File: src/hdl/assert_macros.svh
// Assertion macros used by the top level of the clock gate tracker.
`ifndef ASSERT_MACROS_SVH
`define ASSERT_MACROS_SVH

// Next-cycle implication, checked at every rising edge outside reset.
`define ASSERT_NEXT(label, clk, rst_n, ante, cons) \
  label: assert property (@(posedge clk) disable iff (!rst_n) (ante) |=> (cons)) \
    else $error("assertion failed: label");

// Same-cycle implication, checked at every rising edge outside reset.
`define ASSERT_NOW(label, clk, rst_n, ante, cons) \
  label: assert property (@(posedge clk) disable iff (!rst_n) (ante) |-> (cons)) \
    else $error("assertion failed: label");

`endif

File: src/hdl/rcgt_pkg.sv
// Package with the constants, types and helpers of the clock gate tracker.
`timescale 1ns / 1ps

package rcgt_pkg;

  localparam int NUM_BUSES       = 5;
  localparam int DOMAINS_PER_BUS = 32;
  localparam int COUNT_WIDTH     = 8;
  localparam int NUM_REGS        = 5;

  localparam int BUS_W    = 3;
  localparam int MASK_W   = 32;
  localparam int DOM_W    = 6;
  localparam int PADDR_W  = 5;
  localparam int PDATA_W  = 32;
  localparam int BUS_AW   = (NUM_BUSES > 1) ? $clog2(NUM_BUSES) : 1;
  localparam int REG_AW   = 3;

  localparam logic [COUNT_WIDTH-1:0] COUNT_MAX = {COUNT_WIDTH{1'b1}};

  typedef enum logic [2:0] {
    ERR_OK    = 3'd0,
    ERR_BUS   = 3'd1,
    ERR_RANGE = 3'd2,
    ERR_OVER  = 3'd3,
    ERR_UNDER = 3'd4
  } err_code_t;

  typedef logic [DOMAINS_PER_BUS-1:0][COUNT_WIDTH-1:0] count_row_t;

  typedef struct packed {
    logic [BUS_W-1:0]  bus_select;
    logic [MASK_W-1:0] domain_mask;
    logic              direction;
  } in_word_t;

  typedef struct packed {
    logic [BUS_W-1:0]  bus_echo;
    logic [MASK_W-1:0] clock_enable_mask;
    err_code_t         error_code;
  } out_word_t;

  // Mask of the peripheral bits that a bus with the given count may use.
  function automatic logic [MASK_W-1:0] valid_mask(input logic [DOM_W-1:0] count);
    logic [DOM_W-1:0]  n;
    logic [MASK_W-1:0] m;
    n = (count > DOM_W'(DOMAINS_PER_BUS)) ? DOM_W'(DOMAINS_PER_BUS) : count;
    m = '0;
    for (int i = 0; i < MASK_W; i++) begin
      if (DOM_W'(i) < n) begin
        m[i] = 1'b1;
      end
    end
    return m;
  endfunction

endpackage

File: src/hdl/refcounted_clock_gate_tracker_unit.sv
// Top level of the reference-counted clock gate tracker.
`timescale 1ns / 1ps
`include "assert_macros.svh"

// The accept edge reads the bus's row of demand counters from the counter
// memory, and the following cycle updates the counters of that row selected
// by the domain mask in parallel and, if no error is found, writes the row
// back. The result word is strobed on out_strobe in the cycle after that, for
// one cycle only, and busy is already low then, so a new request can be taken
// while that result is strobed. The counter memory has one read-modify-write
// port. Counters read as zero after reset through one valid bit per bus row,
// so no clearing pass is needed. Configuration writes should be made only
// while busy is low and no result is pending.
module refcounted_clock_gate_tracker_unit (
  input  logic                             clk,
  input  logic                             rst_n,
  input  logic                             start,
  output logic                             busy,
  input  rcgt_pkg::in_word_t               in_word,
  output logic                             out_strobe,
  output rcgt_pkg::out_word_t              out_word,
  input  logic                             psel,
  input  logic                             penable,
  input  logic                             pwrite,
  input  logic [rcgt_pkg::PADDR_W-1:0]     paddr,
  input  logic [rcgt_pkg::PDATA_W-1:0]     pwdata,
  output logic [rcgt_pkg::PDATA_W-1:0]     prdata,
  output logic                             pready
);

  typedef enum logic [1:0] {
    ST_IDLE = 2'b01,
    ST_RMW  = 2'b10
  } state_t;

  state_t state_r, state_nxt;

  logic [rcgt_pkg::DOM_W-1:0] domains_r [rcgt_pkg::NUM_REGS];
  logic [rcgt_pkg::REG_AW-1:0] reg_idx;

  rcgt_pkg::count_row_t mem [rcgt_pkg::NUM_BUSES];
  rcgt_pkg::count_row_t rd_row_r;
  logic [rcgt_pkg::NUM_BUSES-1:0] row_valid_r;

  rcgt_pkg::in_word_t req_r;
  logic               accept;
  logic               bus_ok_in;
  logic               bus_ok;
  logic [rcgt_pkg::BUS_AW-1:0] row_idx;

  rcgt_pkg::count_row_t  cur_row;
  rcgt_pkg::count_row_t  new_row;
  logic                  over;
  logic                  under;
  logic [rcgt_pkg::DOM_W-1:0]  bus_count;
  logic [rcgt_pkg::MASK_W-1:0] bus_valid;
  logic [rcgt_pkg::MASK_W-1:0] en_mask;
  rcgt_pkg::err_code_t   err;
  logic                  mem_we;

  logic                  out_strobe_r;
  rcgt_pkg::out_word_t   out_word_r;

  // Configuration port
  assign pready  = 1'b1;
  assign reg_idx = paddr[rcgt_pkg::PADDR_W-1:2];

  always_comb begin
    prdata = '0;
    if (reg_idx < rcgt_pkg::REG_AW'(rcgt_pkg::NUM_REGS)) begin
      prdata = rcgt_pkg::PDATA_W'(domains_r[reg_idx]);
    end
  end

  always_ff @(posedge clk) begin
    if (!rst_n) begin
      for (int k = 0; k < rcgt_pkg::NUM_REGS; k++) begin
        domains_r[k] <= rcgt_pkg::DOM_W'(32);
      end
    end else if (psel && penable && pwrite &&
                 reg_idx < rcgt_pkg::REG_AW'(rcgt_pkg::NUM_REGS)) begin
      domains_r[reg_idx] <= pwdata[rcgt_pkg::DOM_W-1:0];
    end
  end

  // Control
  assign busy      = (state_r == ST_RMW);
  assign accept    = start && !busy;
  assign bus_ok_in = (in_word.bus_select < rcgt_pkg::BUS_W'(rcgt_pkg::NUM_BUSES));
  assign bus_ok    = (req_r.bus_select < rcgt_pkg::BUS_W'(rcgt_pkg::NUM_BUSES));
  assign row_idx   = req_r.bus_select[rcgt_pkg::BUS_AW-1:0];

  always_comb begin
    state_nxt = state_r;
    unique case (state_r)
      ST_IDLE: if (accept) state_nxt = ST_RMW;
      ST_RMW:  state_nxt = ST_IDLE;
      default: state_nxt = ST_IDLE;
    endcase
  end

  always_ff @(posedge clk) begin
    if (!rst_n) begin
      state_r <= ST_IDLE;
    end else begin
      state_r <= state_nxt;
    end
  end

  always_ff @(posedge clk) begin
    if (accept) begin
      req_r <= in_word;
    end
  end

  // Counter memory: one row of counters per bus, read at accept, written
  // back in the update cycle if no error is found.
  always_ff @(posedge clk) begin
    if (accept && bus_ok_in) begin
      rd_row_r <= mem[in_word.bus_select[rcgt_pkg::BUS_AW-1:0]];
    end
    if (mem_we) begin
      mem[row_idx] <= new_row;
    end
  end

  always_ff @(posedge clk) begin
    if (!rst_n) begin
      row_valid_r <= '0;
    end else if (mem_we) begin
      row_valid_r[row_idx] <= 1'b1;
    end
  end

  // Update of one row
  always_comb begin
    cur_row = '0;
    if (bus_ok && row_valid_r[row_idx]) begin
      cur_row = rd_row_r;
    end
    over    = 1'b0;
    under   = 1'b0;
    new_row = cur_row;
    for (int i = 0; i < rcgt_pkg::DOMAINS_PER_BUS; i++) begin
      if (req_r.domain_mask[i]) begin
        if (!req_r.direction && cur_row[i] == rcgt_pkg::COUNT_MAX) over = 1'b1;
        if (req_r.direction && cur_row[i] == '0) under = 1'b1;
        new_row[i] = req_r.direction ? cur_row[i] - 1'b1 : cur_row[i] + 1'b1;
      end
    end

    bus_count = rcgt_pkg::DOM_W'(rcgt_pkg::DOMAINS_PER_BUS);
    if (req_r.bus_select < rcgt_pkg::BUS_W'(rcgt_pkg::NUM_REGS)) begin
      bus_count = domains_r[req_r.bus_select];
    end
    bus_valid = rcgt_pkg::valid_mask(bus_count);

    if (!bus_ok)                                err = rcgt_pkg::ERR_BUS;
    else if ((req_r.domain_mask & ~bus_valid) != '0) err = rcgt_pkg::ERR_RANGE;
    else if (over)                              err = rcgt_pkg::ERR_OVER;
    else if (under)                             err = rcgt_pkg::ERR_UNDER;
    else                                        err = rcgt_pkg::ERR_OK;

    en_mask = '0;
    for (int i = 0; i < rcgt_pkg::DOMAINS_PER_BUS; i++) begin
      en_mask[i] = (err == rcgt_pkg::ERR_OK) ? (new_row[i] != '0) : (cur_row[i] != '0);
    end
  end

  assign mem_we = busy && (err == rcgt_pkg::ERR_OK);

  // Result register
  always_ff @(posedge clk) begin
    if (!rst_n) begin
      out_strobe_r <= 1'b0;
    end else begin
      out_strobe_r <= busy;
    end
  end

  always_ff @(posedge clk) begin
    if (busy) begin
      out_word_r.bus_echo          <= req_r.bus_select;
      out_word_r.clock_enable_mask <= en_mask;
      out_word_r.error_code        <= err;
    end
  end

  assign out_strobe = out_strobe_r;
  assign out_word   = out_word_r;

  // Assertions
  `ASSERT_NEXT(a_accept_enters_update, clk, rst_n, accept, busy)
  `ASSERT_NEXT(a_update_one_cycle, clk, rst_n, busy, out_strobe && !busy)
  `ASSERT_NOW(a_bad_bus_no_enable, clk, rst_n, out_strobe && out_word.error_code == rcgt_pkg::ERR_BUS, out_word.clock_enable_mask == '0)
  `ASSERT_NOW(a_no_write_on_error, clk, rst_n, mem_we, busy && bus_ok)

endmodule
File: config.mk
export PLATFORM = sky130hd
export DESIGN_NAME = refcounted_clock_gate_tracker_unit
export DESIGN_NICKNAME = d
export VERILOG_FILES = /design/src/hdl/rcgt_pkg.sv /design/src/hdl/refcounted_clock_gate_tracker_unit.sv
export VERILOG_INCLUDE_DIRS = /design/src /design/src/hdl
export SDC_FILE = /design/constraint.sdc
export NUM_CORES = 2
export LEC_CHECK = 0
export BUFFER_PORTS_ARGS = -buffer_cell sky130_fd_sc_hd__buf_2
export CAP_MARGIN = 5
export CORE_ASPECT_RATIO = 1.2
export CORE_UTILIZATION = 60
export CTS_BUF_LIST = sky130_fd_sc_hd__clkbuf_4
export DETAILED_ROUTE_END_ITERATION = 16
export PLACE_DENSITY = 0.77
export RECOVER_POWER = 25
export SYNTH_ARGS = -nofsm -noshare
export SYNTH_HDL_FRONTEND = slang
export SYNTH_SLANG_ARGS = --single-unit
File: constraint.sdc
create_clock -name clk -period 28.3 [get_ports clk]
set_input_delay 1.415 -clock clk [delete_from_list [all_inputs] [get_ports clk]]
set_output_delay 1.415 -clock clk [all_outputs]
set_load 0.02 [all_outputs]
# Word-level counts from Yosys, hierarchy flattened
# Memories as Yosys holds them, arrays and structs flattened. A register that Yosys moved wholly into a read port is not among the register bits.
# Cells that the tools add are included.
[totals]
reg_bits = 82
latchBits = 0
mem_bits_rw = 1310
mem_bits_ro = 0
input_bits = 79
out_inout_bits = 73
wordCells = 602
n_memories = 2
[op_classes]
n_addsub = 64
mul = 0
n_div = 0
n_lt_le_gt_ge = 38
eq_ne = 34
n_shift = 0
n_mux = 278
bitwise_logic = 3
n_reduce_logical = 174
[mem_list]
columns = ["memory", "depth", "width", "read_ports", "rd_ports_with_merged_regs", "wr", "line", "rtl"]
rows = [
  ["mem", 5, 256, 1, 1, 1, "refcounted_clock_gate_tracker_unit.sv:41", "rcgt_pkg::count_row_t mem [rcgt_pkg::NUM_BUSES];"],
  ["domains_r", 5, 6, 2, 1, 5, "refcounted_clock_gate_tracker_unit.sv:38", "logic [rcgt_pkg::DOM_W-1:0] domains_r [rcgt_pkg::NUM_REGS];"],
]
[op_table]
columns = ["cell", "count"]
rows = [
  ["8-bit two-way mux", 64],
  ["8-bit nonzero test", 64],
  ["8-bit by 1-bit adder with 8-bit output (second input constant)", 32],
  ["8-bit equality test (second input constant)", 32],
  ["8-bit logical NOT", 32],
  ["256-bit two-way mux", 1],
  ["8-bit by 1-bit subtractor with 8-bit output (second input constant)", 32],
  ["1-bit two-way mux", 201],
  ["5-bit by 6-bit < comparator with 1-bit output (first input constant)", 16],
  ["1-bit logical AND", 72],
  ["4-bit by 6-bit < comparator with 1-bit output (first input constant)", 8],
  ["32-bit AND", 1],
  ["32-bit inverter", 1],
  ["32-bit nonzero test", 1],
  ["3-bit by 6-bit < comparator with 1-bit output (first input constant)", 4],
  ["6-bit two-way mux", 4],
  ["3-bit two-way mux", 6],
  ["1-bit by 6-bit < comparator with 1-bit output (first input constant)", 2],
  ["2-bit by 6-bit < comparator with 1-bit output (first input constant)", 2],
  ["3-bit < comparator (second input constant)", 3],
  ["6-bit > comparator (second input constant)", 1],
  ["6-bit OR reduction", 1],
  ["5-bit OR", 1],
  ["3-bit by 4-bit < comparator with 1-bit output (second input constant)", 1],
  ["8 further kinds", 9],
]

# Depth between registers and ports, before layout
[depth]
ltp_word = 78
depth_mapped = 20
mapped_depth_nobuf = 15

# Least setup slack after synthesis
# Ideal clock, no wire load.
[synth_path]
kind = "flip-flop to flip-flop"
start = "register req_r[0] (netlist name)"
end = "memory mem[2][0] (netlist name) (enable)"
setup_ns = 1.240
arrival_ns = 23.298
t_required_ns = 27.060
setup_slack_ns = 3.762
stages_incl_launch_ff = 7
n_path_buf = 1
synth_period_minus_slack_ns = 24.538
cell_sequence = "edfxtp_1 -> clkbuf_1 -> inv_2 -> o211ai_1 -> nor3b_1 -> nand4_1 -> nor3b_1"
[synth_between]
elab_chain_len = 73
word_cells_on_any_way = 201
cone_classes = "mux: 134; reduce/logical: 67"
[synth_lines]
columns = ["item", "line", "rtl"]
rows = [
  ["from (decl)", "refcounted_clock_gate_tracker_unit.sv:45", "rcgt_pkg::in_word_t req_r;"],
  ["from (signal assigned)", "refcounted_clock_gate_tracker_unit.sv:112", "req_r <= in_word;"],
  ["1-bit logical AND / 1-bit logical NOT (equally long branches)", "refcounted_clock_gate_tracker_unit.sv:147, refcounted_clock_gate_tracker_unit.sv:146", ""],
  ["1-bit two-way mux / 1-bit logical AND (equally long branches)", "refcounted_clock_gate_tracker_unit.sv:147, refcounted_clock_gate_tracker_unit.sv:146", ""],
  ["1-bit two-way mux (on tied branches)", "refcounted_clock_gate_tracker_unit.sv:145, refcounted_clock_gate_tracker_unit.sv:146", ""],
  ["1-bit two-way mux (on tied branches)", "refcounted_clock_gate_tracker_unit.sv:147, refcounted_clock_gate_tracker_unit.sv:145", ""],
  ["1-bit two-way mux (on tied branches)", "refcounted_clock_gate_tracker_unit.sv:145, refcounted_clock_gate_tracker_unit.sv:146", ""],
  ["1-bit two-way mux (on tied branches)", "refcounted_clock_gate_tracker_unit.sv:147, refcounted_clock_gate_tracker_unit.sv:145", ""],
  ["1-bit two-way mux (on tied branches)", "refcounted_clock_gate_tracker_unit.sv:145, refcounted_clock_gate_tracker_unit.sv:146", ""],
  ["1-bit two-way mux (on tied branches)", "refcounted_clock_gate_tracker_unit.sv:147, refcounted_clock_gate_tracker_unit.sv:145", ""],
  ["[57 not listed]", "-", ""],
  ["3-bit two-way mux / 1-bit two-way mux (equally long branches)", "refcounted_clock_gate_tracker_unit.sv:161, refcounted_clock_gate_tracker_unit.sv:145", ""],
  ["3-bit two-way mux (*)", "refcounted_clock_gate_tracker_unit.sv:160", "else if (over) err = rcgt_pkg::ERR_OVER;"],
  ["3-bit two-way mux (*)", "refcounted_clock_gate_tracker_unit.sv:159", "else if ((req_r.domain_mask & ~bus_valid) != '0) err = rcgt_pkg::ERR_RANGE;"],
  ["3-bit two-way mux (*)", "refcounted_clock_gate_tracker_unit.sv:158", "if (!bus_ok) err = rcgt_pkg::ERR_BUS;"],
  ["3-bit logical NOT (*)", "refcounted_clock_gate_tracker_unit.sv:170", "assign mem_we = busy && (err == rcgt_pkg::ERR_OK);"],
  ["1-bit logical AND (*)", "refcounted_clock_gate_tracker_unit.sv:170", ""],
  ["1-bit two-way mux (*)", "refcounted_clock_gate_tracker_unit.sv:122", "if (mem_we) begin"],
  ["1-bit two-way mux (not written as such) (*)", "refcounted_clock_gate_tracker_unit.sv:123", "mem[row_idx] <= new_row;"],
  ["to (decl)", "refcounted_clock_gate_tracker_unit.sv:41", ""],
]
# Mark *: on every way between the ends. The rest lies on a longest branch, timed or not.

==> impl_results.md <==
* X dimension of the die at 328.0 um
* Remaining Overflow, GRT at 0
* RSZ-0062 raised after global routing: no
* Detail Placement HPWL at 96.33 mm
* Pre-CTS WS at 20430 ps
* Buffers inserted by post-CTS timing repair at 0
* DR WL/cell at 23.68 um
* CTS root buffer: clkbuf_4
* Hold path start: in_word[13]
* Minimum clock period at 15820 ps
* Setup crit end kind: flop
* Clk Latency, worst-skew pair at 1300 ps
* Syn Area/Cell at 15.91 um2
* Number of nets in the layout at 5475
* Setup Skew at 114.8 ps
* Post-synth EDFFs at 1658
* # rows at 143
* H-Tree Level Count at 5
* Total power per unit cell area at 59.72 mW/mm2
* LEAKAGE at 28.85 nW
* Worst-margin pin slew at 10050 ps
* Top Ports at 152
* Crit Path Class: reg2reg
* Routed via count at 44600
* Ratio of cells with drive above 1 in the final layout at 24.68%
* Total routed wirelength at 169.0 mm
* Most common cell in the netlist: edfxtp_1
* Synthesis-to-finish area growth at 9.101%
* Total negative slack at 0 ps
* Drt pass-1 iters at 5
* CTS buffer count at 404
* Slew margin rel. at -570.0%
* Asr flop ratio synth at 0%
* Synthesized instance count at 4809
* Warnings from Yosys at 0
* Startpoint types: flop
* Top cells by area, synth: edfxtp_1, mux4_2, mux2_2
* Register area share after synthesis at 65.36%
* Setup crit start: row_idx[0]$_DFFE_PP_
* Post-layout worst setup margin at 12480 ps
* Total GRT Usage at 26.63%
* Die area at 0.1290 mm2
* Synth unique cells at 83
* HP Class: in2reg
* Most used DFF post-synth: edfxtp_1
* Final hold vios at 0
* Peak Freq at 0.06321 GHz
* Via density at 6.250
* Clk pin slew, worst setup/hold paths at 70 ps
* Largest family of logic cells by synthesized area: multiplexers
* VDD IR-drop max at 39.06 uV
* Die Y at 393.2 um
* R2R Path Start: row_idx[0]$_DFFE_PP_
* CTS tree: yes
* Post-Synth Adder-Cell Area at 3.775%
* Share of the synthesized area in the top cell type at 65.08%
* Final ANT Viol Nets at 0
* I/O Buffers at 96
* Simple-gate area share of the yosys netlist at 7.861%
* CP arrival at 16820 ps
* Max cap viols at 18
* Hold path cells at 1
* Mux cell area share after synthesis at 14.63%
* #FFs+latches synth at 1669
* Commonest cells in the synthesized netlist: edfxtp_1, mux2_2, nand2_1
* Post_cts resized at 0
* Largest net degree at the start of global routing at 171
* Compound-Gate Fraction of Synth Area at 4.012%
* Endpoints failing setup at 0
* DR iter-0 viols at 4056
* Yosys top cell by area: edfxtp_1
* Xor/xnor share of the synthesized area at 2.519%
* Maximum clock insertion buffer count at 4
* First-pass GRT wire length at 258.7 mm
* CTS sink cnt at 1669
* FILL cells at 8793
* # hold bufs at CTS at 0
* Initial Util at 60.48%
* Vias in the first global route at 45380
* # DRC at 0
* Synthesized area at 0.07651 mm2
* Worst EP required at 29300 ps
* CP Max Fanout at 170
* GPL Wtd Cong at 0.8591
* Final period util at 55.90%
* Status: complete, but fails checks
* Initial antenna violation count at 8
* Core Region at 0.1265 mm2
* Max-slew violations at 1055
* Failing checks: capacitance limit, slew limit
* R2R cell count at 16
## worst max-delay path, cell delays in order (launching register included)
cell and delay, ps:
edfxtp_1 610, mux2_1 1300, clkbuf_1 1740, nand2_1 300, nand2_1 1590, clkbuf_1 5880, nand2_1 890, fa_1 850
nor2b_1 180, nor3_1 80, o21bai_1 180, a21oi_1 110, xnor2_1 130, mux2_2 330, or4b_1 530, or4_1 400
mux2_2 390
## metal layers
metal  GRT usage [%]  share of wire (%)  vias to the layer above
met1           35.00                 40                    22630
met4           10.88                3.1                        4
li1                -                  -                    19880
met2           44.01                 49                     1770
met5               0              0.016                        -
met3           4.856                7.2                      323
## through the flow
stage	hold slack (ps)	power (W)	cell area [um2]	std cells	util [%]
after global routing	216.0	0.005173	83470	7135	65.98
after global placement	433.3	0.003132	78810	6445	62.30
after floorplan	419.6	0.003057	76670	4852	-
after detailed placement	449.0	0.003141	78810	6445	62.30
after CTS	169.3	0.005014	83680	7133	66.15
final	304.5	0.004985	83470	7137	65.99
## state kept, by name, summed over array words and instances (netlist names), named ones only
name / count
domains_r: 48
mem: 1280
out_strobe: 1
out_word: 38
rd_row_r: 256
req_r: 33
row_idx: 3
row_valid_r: 5
state_r: 2
## kinds of logic (layout without fill, tap and decap cells)
logic type,after synthesis,in the layout
compound gates,468,468
xor+xnor,220,220
fa+ha+maj,213,213
buf+inv,320,934
flops,1669,1669
mux,740,740
other cells,2,49
simple gates,1177,1177
## layout by cell type (no fill, tap or decap), types with 80 or more instances in the layout
| master | instances |
|---|---|
| nand3_1 | 82 |
| inv_1 | 91 |
| a21oi_1 | 114 |
| nand2_1 | 336 |
| clkbuf_1 | 84 |
| xnor2_1 | 157 |
| ha_1 | 182 |
| clkinv_1 | 80 |
| and2_1 | 110 |
| mux4_2 | 259 |
| mux2i_1 | 95 |
| mux2_2 | 366 |
| clkbuf_4 | 592 |
| edfxtp_1 | 1658 |
| nor2_1 | 176 |
| nor3_1 | 108 |
| o21ai_0 | 127 |
## worst paths after layout
check | endpoint | slack (ps)
worst max-delay path | out_word[32]$_DFFE_PP_ | 12480
worst min-delay path | req_r[13]$_DFFE_PP_ | 300
worst max register to register | out_word[32]$_DFFE_PP_ | 12480
worst min register to register | row_valid_r[0]$_SDFFE_PN0P_ | 470
## power breakdown
group          switching, W  total [W]  internal [W]
combinational      0.000175   0.000308      0.000133
clock              0.000912    0.00188      0.000970
sequential        0.0000378    0.00280       0.00276
total               0.00112    0.00498       0.00386
## final cells by class
type	count	area, um2	area share, %
sequential	1669	50010	59.91
multi-input combinational	2863	25300	30.31
clock buffer	592	4444	5.324
tap	1667	2086	2.499
timing repair buffer	152	835.8	1.001
clock inverter	96	426.7	0.5112
inverter	94	356.6	0.4272
antenna	4	10.01	0.01199
(Power assumes the default switching activity.)
